==> src/hw/rtl/nspn_pkg.sv <==
`timescale 1ns / 1ps
`default_nettype none

package nspn_pkg;

  localparam int KEY_SLOTS = 12;
  localparam int SLOT_W    = $clog2(KEY_SLOTS);
  localparam int WORD_W    = 64;
  localparam int CELLS     = 16;
  localparam int NIB_W     = 4;

  localparam logic [WORD_W-1:0] SBOX_RST   = 64'h8013_CFD9_A7E2_45B6;
  localparam logic [WORD_W-1:0] MATRIX_RST = 64'h2113_3211_1321_1132;
  localparam logic [3:0]        ROUNDS_RST = 4'd4;

  // Reduction term of x^4+x+1 once the x^4 bit has been dropped.
  localparam logic [NIB_W-1:0]  GF_POLY    = 4'h3;

  typedef enum logic {
    OP_LOAD    = 1'b0,
    OP_ENCRYPT = 1'b1
  } op_t;

  typedef enum logic [1:0] {
    CFG_SBOX   = 2'd0,
    CFG_MATRIX = 2'd1,
    CFG_ROUNDS = 2'd2
  } cfg_idx_t;

  typedef enum logic [1:0] {
    S_IDLE,
    S_KEY0,
    S_ROUND,
    S_DONE
  } state_t;

  function automatic logic [NIB_W-1:0] gf16_mul(input logic [NIB_W-1:0] a_in,
                                                input logic [NIB_W-1:0] b_in);
    logic [NIB_W-1:0] a;
    logic [NIB_W-1:0] p;
    a = a_in;
    p = '0;
    for (int k = 0; k < NIB_W; k++) begin
      if (b_in[k]) begin
        p = p ^ a;
      end
      a = a[NIB_W-1] ? ({a[NIB_W-2:0], 1'b0} ^ GF_POLY) : {a[NIB_W-2:0], 1'b0};
    end
    return p;
  endfunction

endpackage

`default_nettype wire

==> src/hw/rtl/nspn_ram.sv <==
`timescale 1ns / 1ps
`default_nettype none

module nspn_ram #(
  parameter int WIDTH = 64,
  parameter int DEPTH = 12
) (
  input  wire logic                     clk,
  input  wire logic                     wr_en,
  input  wire logic [$clog2(DEPTH)-1:0] wr_addr,
  input  wire logic [WIDTH-1:0]         wr_data,
  input  wire logic [$clog2(DEPTH)-1:0] rd_addr,
  output logic      [WIDTH-1:0]         rd_data
);

  logic [WIDTH-1:0] mem [DEPTH];

  always_ff @(posedge clk) begin
    if (wr_en) begin
      mem[wr_addr] <= wr_data;
    end
    rd_data <= mem[rd_addr];
  end

endmodule

`default_nettype wire

==> src/hw/rtl/nspn_round.sv <==
`timescale 1ns / 1ps
`default_nettype none

module nspn_round (
  input  wire logic [nspn_pkg::WORD_W-1:0] state_in,
  input  wire logic [nspn_pkg::WORD_W-1:0] round_key,
  input  wire logic [nspn_pkg::WORD_W-1:0] sbox_table,
  input  wire logic [nspn_pkg::WORD_W-1:0] mix_matrix,
  input  wire logic                        last_round,
  output logic      [nspn_pkg::WORD_W-1:0] state_out
);

  import nspn_pkg::*;

  logic [NIB_W-1:0] sub   [CELLS];
  logic [NIB_W-1:0] sh    [CELLS];
  logic [NIB_W-1:0] mixed [CELLS];
  logic [WORD_W-1:0] packed_w;

  always_comb begin
    for (int i = 0; i < CELLS; i++) begin
      sub[i] = sbox_table[NIB_W*state_in[NIB_W*i +: NIB_W] +: NIB_W];
    end
    // Row t of column c takes row t of the column t places further along, wrapping.
    for (int c = 0; c < 4; c++) begin
      for (int t = 0; t < 4; t++) begin
        sh[4*c+t] = sub[4*((c+t)%4)+t];
      end
    end
    for (int c = 0; c < 4; c++) begin
      for (int i = 0; i < 4; i++) begin
        mixed[4*c+i] = '0;
        for (int t = 0; t < 4; t++) begin
          mixed[4*c+i] = mixed[4*c+i]
                       ^ gf16_mul(mix_matrix[NIB_W*(4*i+t) +: NIB_W], sh[4*c+t]);
        end
      end
    end
    for (int i = 0; i < CELLS; i++) begin
      packed_w[NIB_W*i +: NIB_W] = last_round ? sh[i] : mixed[i];
    end
    state_out = packed_w ^ round_key;
  end

endmodule

`default_nettype wire

==> src/hw/rtl/nibble_spn_block_encrypt.sv <==
`timescale 1ns / 1ps
`default_nettype none

// Key load: no result word. Encrypt with r rounds: the word is
// taken, round key 0 is added in the next cycle, one round a cycle follows
// through the shared round unit (one key store read per cycle), and the
// result is registered from S_DONE once the output is free, with in_ready
// rising at that same edge, so no new word is taken before it is registered.
// Reset restores the config registers and control state, not the key store.
module nibble_spn_block_encrypt (
  input  wire logic                        clk,
  input  wire logic                        rst_n,
  input  wire logic                        in_valid,
  output logic                             in_ready,
  input  wire logic                        in_op,
  input  wire logic [3:0]                  in_key_slot,
  input  wire logic [nspn_pkg::WORD_W-1:0] in_block_word,
  output logic                             out_valid,
  input  wire logic                        out_ready,
  output logic      [nspn_pkg::WORD_W-1:0] out_cipher_word,
  input  wire logic                        cfg_valid,
  output logic                             cfg_ready,
  input  wire logic [1:0]                  cfg_index,
  input  wire logic [nspn_pkg::WORD_W-1:0] cfg_data
);

  import nspn_pkg::*;

  state_t              state_r, state_nxt;
  logic [SLOT_W-1:0]   round_r, round_nxt;
  logic [SLOT_W-1:0]   rounds_r, rounds_nxt;
  logic [WORD_W-1:0]   data_r, data_nxt;
  logic                out_valid_r, out_valid_nxt;
  logic [WORD_W-1:0]   out_data_r, out_data_nxt;
  logic [WORD_W-1:0]   sbox_r, matrix_r;
  logic [3:0]          rcount_r;

  logic                in_fire, cfg_fire, out_free;
  logic                ram_we;
  logic [SLOT_W-1:0]   rd_addr;
  logic [WORD_W-1:0]   key_word;
  logic [WORD_W-1:0]   round_out;
  logic                last_round;
  logic [SLOT_W-1:0]   rounds_sat;

  assign in_ready        = (state_r == S_IDLE);
  assign in_fire         = in_valid && in_ready;
  assign cfg_ready       = 1'b1;
  assign cfg_fire        = cfg_valid && cfg_ready;
  assign out_valid       = out_valid_r;
  assign out_cipher_word = out_data_r;
  assign out_free        = !out_valid_r || out_ready;
  assign last_round      = (round_r == rounds_r);

  // A load to a slot past the store is dropped.
  assign ram_we = in_fire && (in_op == OP_LOAD) && (int'(in_key_slot) < KEY_SLOTS);

  always_comb begin
    if (int'(rcount_r) > KEY_SLOTS - 1) begin
      rounds_sat = SLOT_W'(KEY_SLOTS - 1);
    end else if (rcount_r == 4'd0) begin
      rounds_sat = SLOT_W'(1);
    end else begin
      rounds_sat = SLOT_W'(rcount_r);
    end
  end

  always_ff @(posedge clk) begin
    if (!rst_n) begin
      sbox_r   <= SBOX_RST;
      matrix_r <= MATRIX_RST;
      rcount_r <= ROUNDS_RST;
    end else if (cfg_fire) begin
      case (cfg_index)
        CFG_SBOX:   sbox_r   <= cfg_data;
        CFG_MATRIX: matrix_r <= cfg_data;
        CFG_ROUNDS: rcount_r <= cfg_data[3:0];
        default: ;
      endcase
    end
  end

  nspn_ram #(
    .WIDTH(WORD_W),
    .DEPTH(KEY_SLOTS)
  ) u_keys (
    .clk     (clk),
    .wr_en   (ram_we),
    .wr_addr (in_key_slot[SLOT_W-1:0]),
    .wr_data (in_block_word),
    .rd_addr (rd_addr),
    .rd_data (key_word)
  );

  nspn_round u_round (
    .state_in   (data_r),
    .round_key  (key_word),
    .sbox_table (sbox_r),
    .mix_matrix (matrix_r),
    .last_round (last_round),
    .state_out  (round_out)
  );

  always_ff @(posedge clk) begin
    if (!rst_n) begin
      state_r     <= S_IDLE;
      round_r     <= '0;
      rounds_r    <= '0;
      out_valid_r <= 1'b0;
    end else begin
      state_r     <= state_nxt;
      round_r     <= round_nxt;
      rounds_r    <= rounds_nxt;
      out_valid_r <= out_valid_nxt;
    end
  end

  always_ff @(posedge clk) begin
    data_r     <= data_nxt;
    out_data_r <= out_data_nxt;
  end

  always_comb begin
    state_nxt     = state_r;
    round_nxt     = round_r;
    rounds_nxt    = rounds_r;
    data_nxt      = data_r;
    out_data_nxt  = out_data_r;
    out_valid_nxt = out_valid_r && !out_ready;
    rd_addr       = '0;
    case (state_r)
      S_IDLE: begin
        if (in_fire && (in_op == OP_ENCRYPT)) begin
          data_nxt   = in_block_word;
          rounds_nxt = rounds_sat;
          round_nxt  = SLOT_W'(1);
          state_nxt  = S_KEY0;
        end
      end
      S_KEY0: begin
        data_nxt  = data_r ^ key_word;
        rd_addr   = SLOT_W'(1);
        state_nxt = S_ROUND;
      end
      S_ROUND: begin
        data_nxt = round_out;
        // Fetch the next round's key; in the last round there is none to fetch.
        rd_addr  = last_round ? round_r : round_r + SLOT_W'(1);
        if (last_round) begin
          state_nxt = S_DONE;
        end else begin
          round_nxt = round_r + SLOT_W'(1);
        end
      end
      S_DONE: begin
        if (out_free) begin
          out_data_nxt  = data_r;
          out_valid_nxt = 1'b1;
          state_nxt     = S_IDLE;
        end
      end
      default: begin
        state_nxt = S_IDLE;
      end
    endcase
  end

  a_enc_starts: assert property (@(posedge clk) disable iff (!rst_n)
    (in_fire && (in_op == OP_ENCRYPT)) |=> (state_r == S_KEY0))
    else $error("encrypt word accepted but key addition did not start");

  a_round_range: assert property (@(posedge clk) disable iff (!rst_n)
    (state_r == S_ROUND) |-> ((round_r != '0) && (round_r <= rounds_r)))
    else $error("round counter outside the configured round range");

  a_load_no_result: assert property (@(posedge clk) disable iff (!rst_n)
    (in_fire && (in_op == OP_LOAD) && !out_valid_r) |=> !out_valid_r)
    else $error("key load produced a result word");

  a_write_when_idle: assert property (@(posedge clk) disable iff (!rst_n)
    ram_we |-> (state_r == S_IDLE))
    else $error("key store written while an encrypt is running");

endmodule

`default_nettype wire

==> config.mk <==
export PLATFORM = sky130hd
export DESIGN_NAME = nibble_spn_block_encrypt
export DESIGN_NICKNAME = d
export VERILOG_FILES = /design/src/hw/rtl/nspn_pkg.sv /design/src/hw/rtl/nspn_ram.sv /design/src/hw/rtl/nspn_round.sv /design/src/hw/rtl/nibble_spn_block_encrypt.sv
export SDC_FILE = /design/constraint.sdc
export NUM_CORES = 2
export LEC_CHECK = 0
export ABC_AREA = 1
export BUFFER_PORTS_ARGS = -buffer_cell sky130_fd_sc_hd__buf_2
export CORE_MARGIN = 2
export CORE_UTILIZATION = 45
export CTS_CLUSTER_DIAMETER = 150
export DETAILED_ROUTE_END_ITERATION = 7
export SETUP_SLACK_MARGIN = 0.05
export SYNTH_ARGS = -nofsm -noshare
export SYNTH_HDL_FRONTEND = slang
export SYNTH_HIERARCHICAL = 1
export SYNTH_SLANG_ARGS = --single-unit
==> constraint.sdc <==
create_clock -name clk -period 6.7 [get_ports clk]
set_clock_uncertainty 0.05 [all_clocks]
set_input_delay 1.34 -clock clk [delete_from_list [all_inputs] [get_ports clk]]
set_output_delay 1.34 -clock clk [all_outputs]
set_load 0.1 [all_outputs]
==> reports/qor.yml <==
status: "finished with violations"
violations: "DRC, capacitance limit, slew limit"
firstDrtPassIters: 8
antenna_found_initial: 36
postCtsSetupRepairBufs: 0
critPathRequiredTime_ns: 7.18
htreeDepth: 3
setup.worst_path.start_class: "flop"
antenna_left: 0
cp_slowest_cell: "inv_1"
crit_chain: "inv_1, nand2_1, nand3_1, nand3_1, nand3_1, nand2_2, buf_4, nand2_1, or2_2, nand2_1, nand2_1, nand2_1, nand2_1, nand2_1, inv_1, nand3_1, nand3_1, nand3b_1, nand2_1, a21oi_1, a21oi_1"
grt_pass1_wl_um: 540000
drcViolationCount: 3
fin_tns_setup_ns: 0
ys_seq_elements: 1103
synth_edf_count: 896
dieHeight_um: 419
synth_compound_area_share_pct: 7.16
die_w_um: 419
ff2ff_setup_slack_ns: 1.36
cp_max_fo: 20
grt_setup_unrepaired: "false"
grt_max_degree: 150
synth_most_common_cell: "nand2_1"
vias_per_cell: 5.89
layout_min_cycle_time_ns: 5.34
clock_sinks: 1103
crit_buf_inv: 3
cts-resized-gates: 0
syn_inst: 11000
synthToLayoutAreaGrowth_pct: 8.12
post_drt_wl_per_cell_um: 29.9
fin_area_um2: 83800
ys_seq_area_share_pct: 40.0
cts_buffers: 118
synth_xor_area_share_pct: 6.68
yosys-top-cells-count: "nand2_1 (3,667), nand3_1 (1,547), inv_1 (1,079), nor2_1 (982), edfxtp_1 (896)"
ys.warnings.count: 6
hold_viol: 0
synth_fa_ha_area_share_pct: 0.0807
hold_start: "rcount_r[0]$_SDFFE_PN0P_"
gr-total-overflow: 0
yosysTopAreaCell: "edfxtp_1"
cp-end-kind: "flop"
worstSetupPathType: "reg -> reg"
ys_types: 47
drv_slew: 54
io_pins: 207
critical_path_arrival_ns: 5.82
timing.rr.start: "sbox_r[60]$_SDFFE_PN0P_"
synth_top_family_by_area: "simple AND/OR/NAND/NOR gates"
clk_pin_slew_ns: 0.06
dp_cells: 13100
cpLargestDelayFamily: "simple AND/OR/NAND/NOR gates"
gp_congestion: 1.13
start_util_pct: 45.2
grt_use_total_pct: 44.1
drt_wl_total_um: 400000
fin_nets: 11100
grt_pass1_vias: 67600
syn_nets: 11100
drive_above_1_share_pct: 9.16
dp_hpwl_um: 282000
root_buffer: "clkbuf_16"
timing.final.crit_share_pct: 79.8
dieArea_um2: 176000
fp.coreArea_um2: 171000
portBuffers: 205
dr_total_vias: 78600
synth_top_area_share_pct: 34.7
setup_viol: 0
worstSkewPairLatency_ns: 0.83
tightest_slew_ns: 1.64
hold_class: "reg -> reg"
drtIter0Drc: 11900
avgSynthCellArea_um2: 7.07
cp_common_cell: "nand2_1"
async_flop_share_pct: 0
cap_viol_max_count: 3
cts_hold_buf: 0
synth_ff_type: "edfxtp_1"
placed_cell_area_um2: 79900
fmax_ghz: 0.187
yosys.area_share.simple_pct: 35.1
muxShareOfSynthArea_pct: 0
startpoint: "sbox_r[60]$_SDFFE_PN0P_"
std_cell_rows: 152
syn_area_um2: 77500
clk_path_buf_depth: 3
critical-path-max-stage-delay_ns: 0.57
fin_cells: 13400
cts_tree: "done"
slew_headroom_pct: -9.22
synth_area_leaders: "edfxtp_1 (35%), nand2_1 (18%), nand3_1 (10%)"
==> per-stage QoR <==
stage / setup slack (ns) / utilization (%) / hold slack, ns
finish: 1.36 / 48.9 / 0.407
global route: 1.38 / 48.9 / 0.434
CTS: 1.76 / 48.9 / 0.407
detailed placement: 1.81 / 46.6 / 0.397
global placement: 1.73 / 46.6 / 0.385
floorplan: 1.60 / - / 0.373
==> worst reg2reg max path: cells and delay by family, from the launching register on <==
kind	cells	cell delay [ns]
and+or+nand+nor	16	3.17
buffers and inverters	3	1.11
DFF	1	0.52
AOI/OAI and AO/OA	2	0.22
==> flip-flops by register name, summed over array words and instances, names as in the netlist <==
register and cells:
u_keys/mem 768, data_r 64, matrix_r 64, out_cipher_word 64, sbox_r 64, u_keys/rd_data 64
rcount_r 4, round_r 4, rounds_r 4, state_r 2, out_valid 1
==> routing by layer <==
metal | vias to the layer above | part of all wire (%) | track usage [%]
met5 | - | 0.056 | 0
li1 | 35000 | - | -
met4 | 30 | 9.4 | 34.2
met2 | 5338 | 40 | 62.7
met1 | 37000 | 38 | 56.5
met3 | 1199 | 12 | 12.1
==> final timing paths <==
check                                   to  depth (start not counted)
hold / removal    rcount_r[0]$_SDFFE_PN0P_                          2
setup reg to reg      data_r[38]$_DFFE_PP_                         21
setup / recovery      data_r[38]$_DFFE_PP_                         21
hold reg to reg   rcount_r[0]$_SDFFE_PN0P_                          2
==> cell usage in the layout, fill, tap and decap left out, types with 17 or more instances in the layout <==
cell and instances:
buf_2 204, dfxtp_1 201, clkinv_1 17, o21ai_1 65
inv_1 1077, o211ai_1 100, a21oi_1 352, xor2_1 189
nand3_2 49, nand2_2 65, nor2_1 965, buf_4 291
nand2_1 3662, clkbuf_1 29, xnor2_1 302, nor2_4 23
clkbuf_16 118, clkinv_2 23, nand3b_1 75, inv_2 45
o21ai_0 522, nor2_2 39, xnor2_2 43, clkbuf_8 19
edfxtp_1 896, nand3_1 1547
==> cells by family after synthesis <==
kind of cell / count (synthesis)
buf+inv: 1800
simple gates: 6456
compound gates: 1051
other cells: 1
xor+xnor: 548
fa+ha+maj: 5
flops: 1103
==> layout make-up <==
cell class,instances,area (um2)
Antenna cell,15,37.5
Tap cell,2310,2890
Sequential cell,1103,31100
Timing Repair Buffer,503,3370
Clock inverter,55,579
Fill cell,16800,87500
Inverter,1143,4330
Multi-Input combinational cell,8061,38300
Clock buffer,166,3320
Power is left out: the tool's default activity adds up to more than one toggle a clock period on the data nets, which glitch-free logic cannot reach.
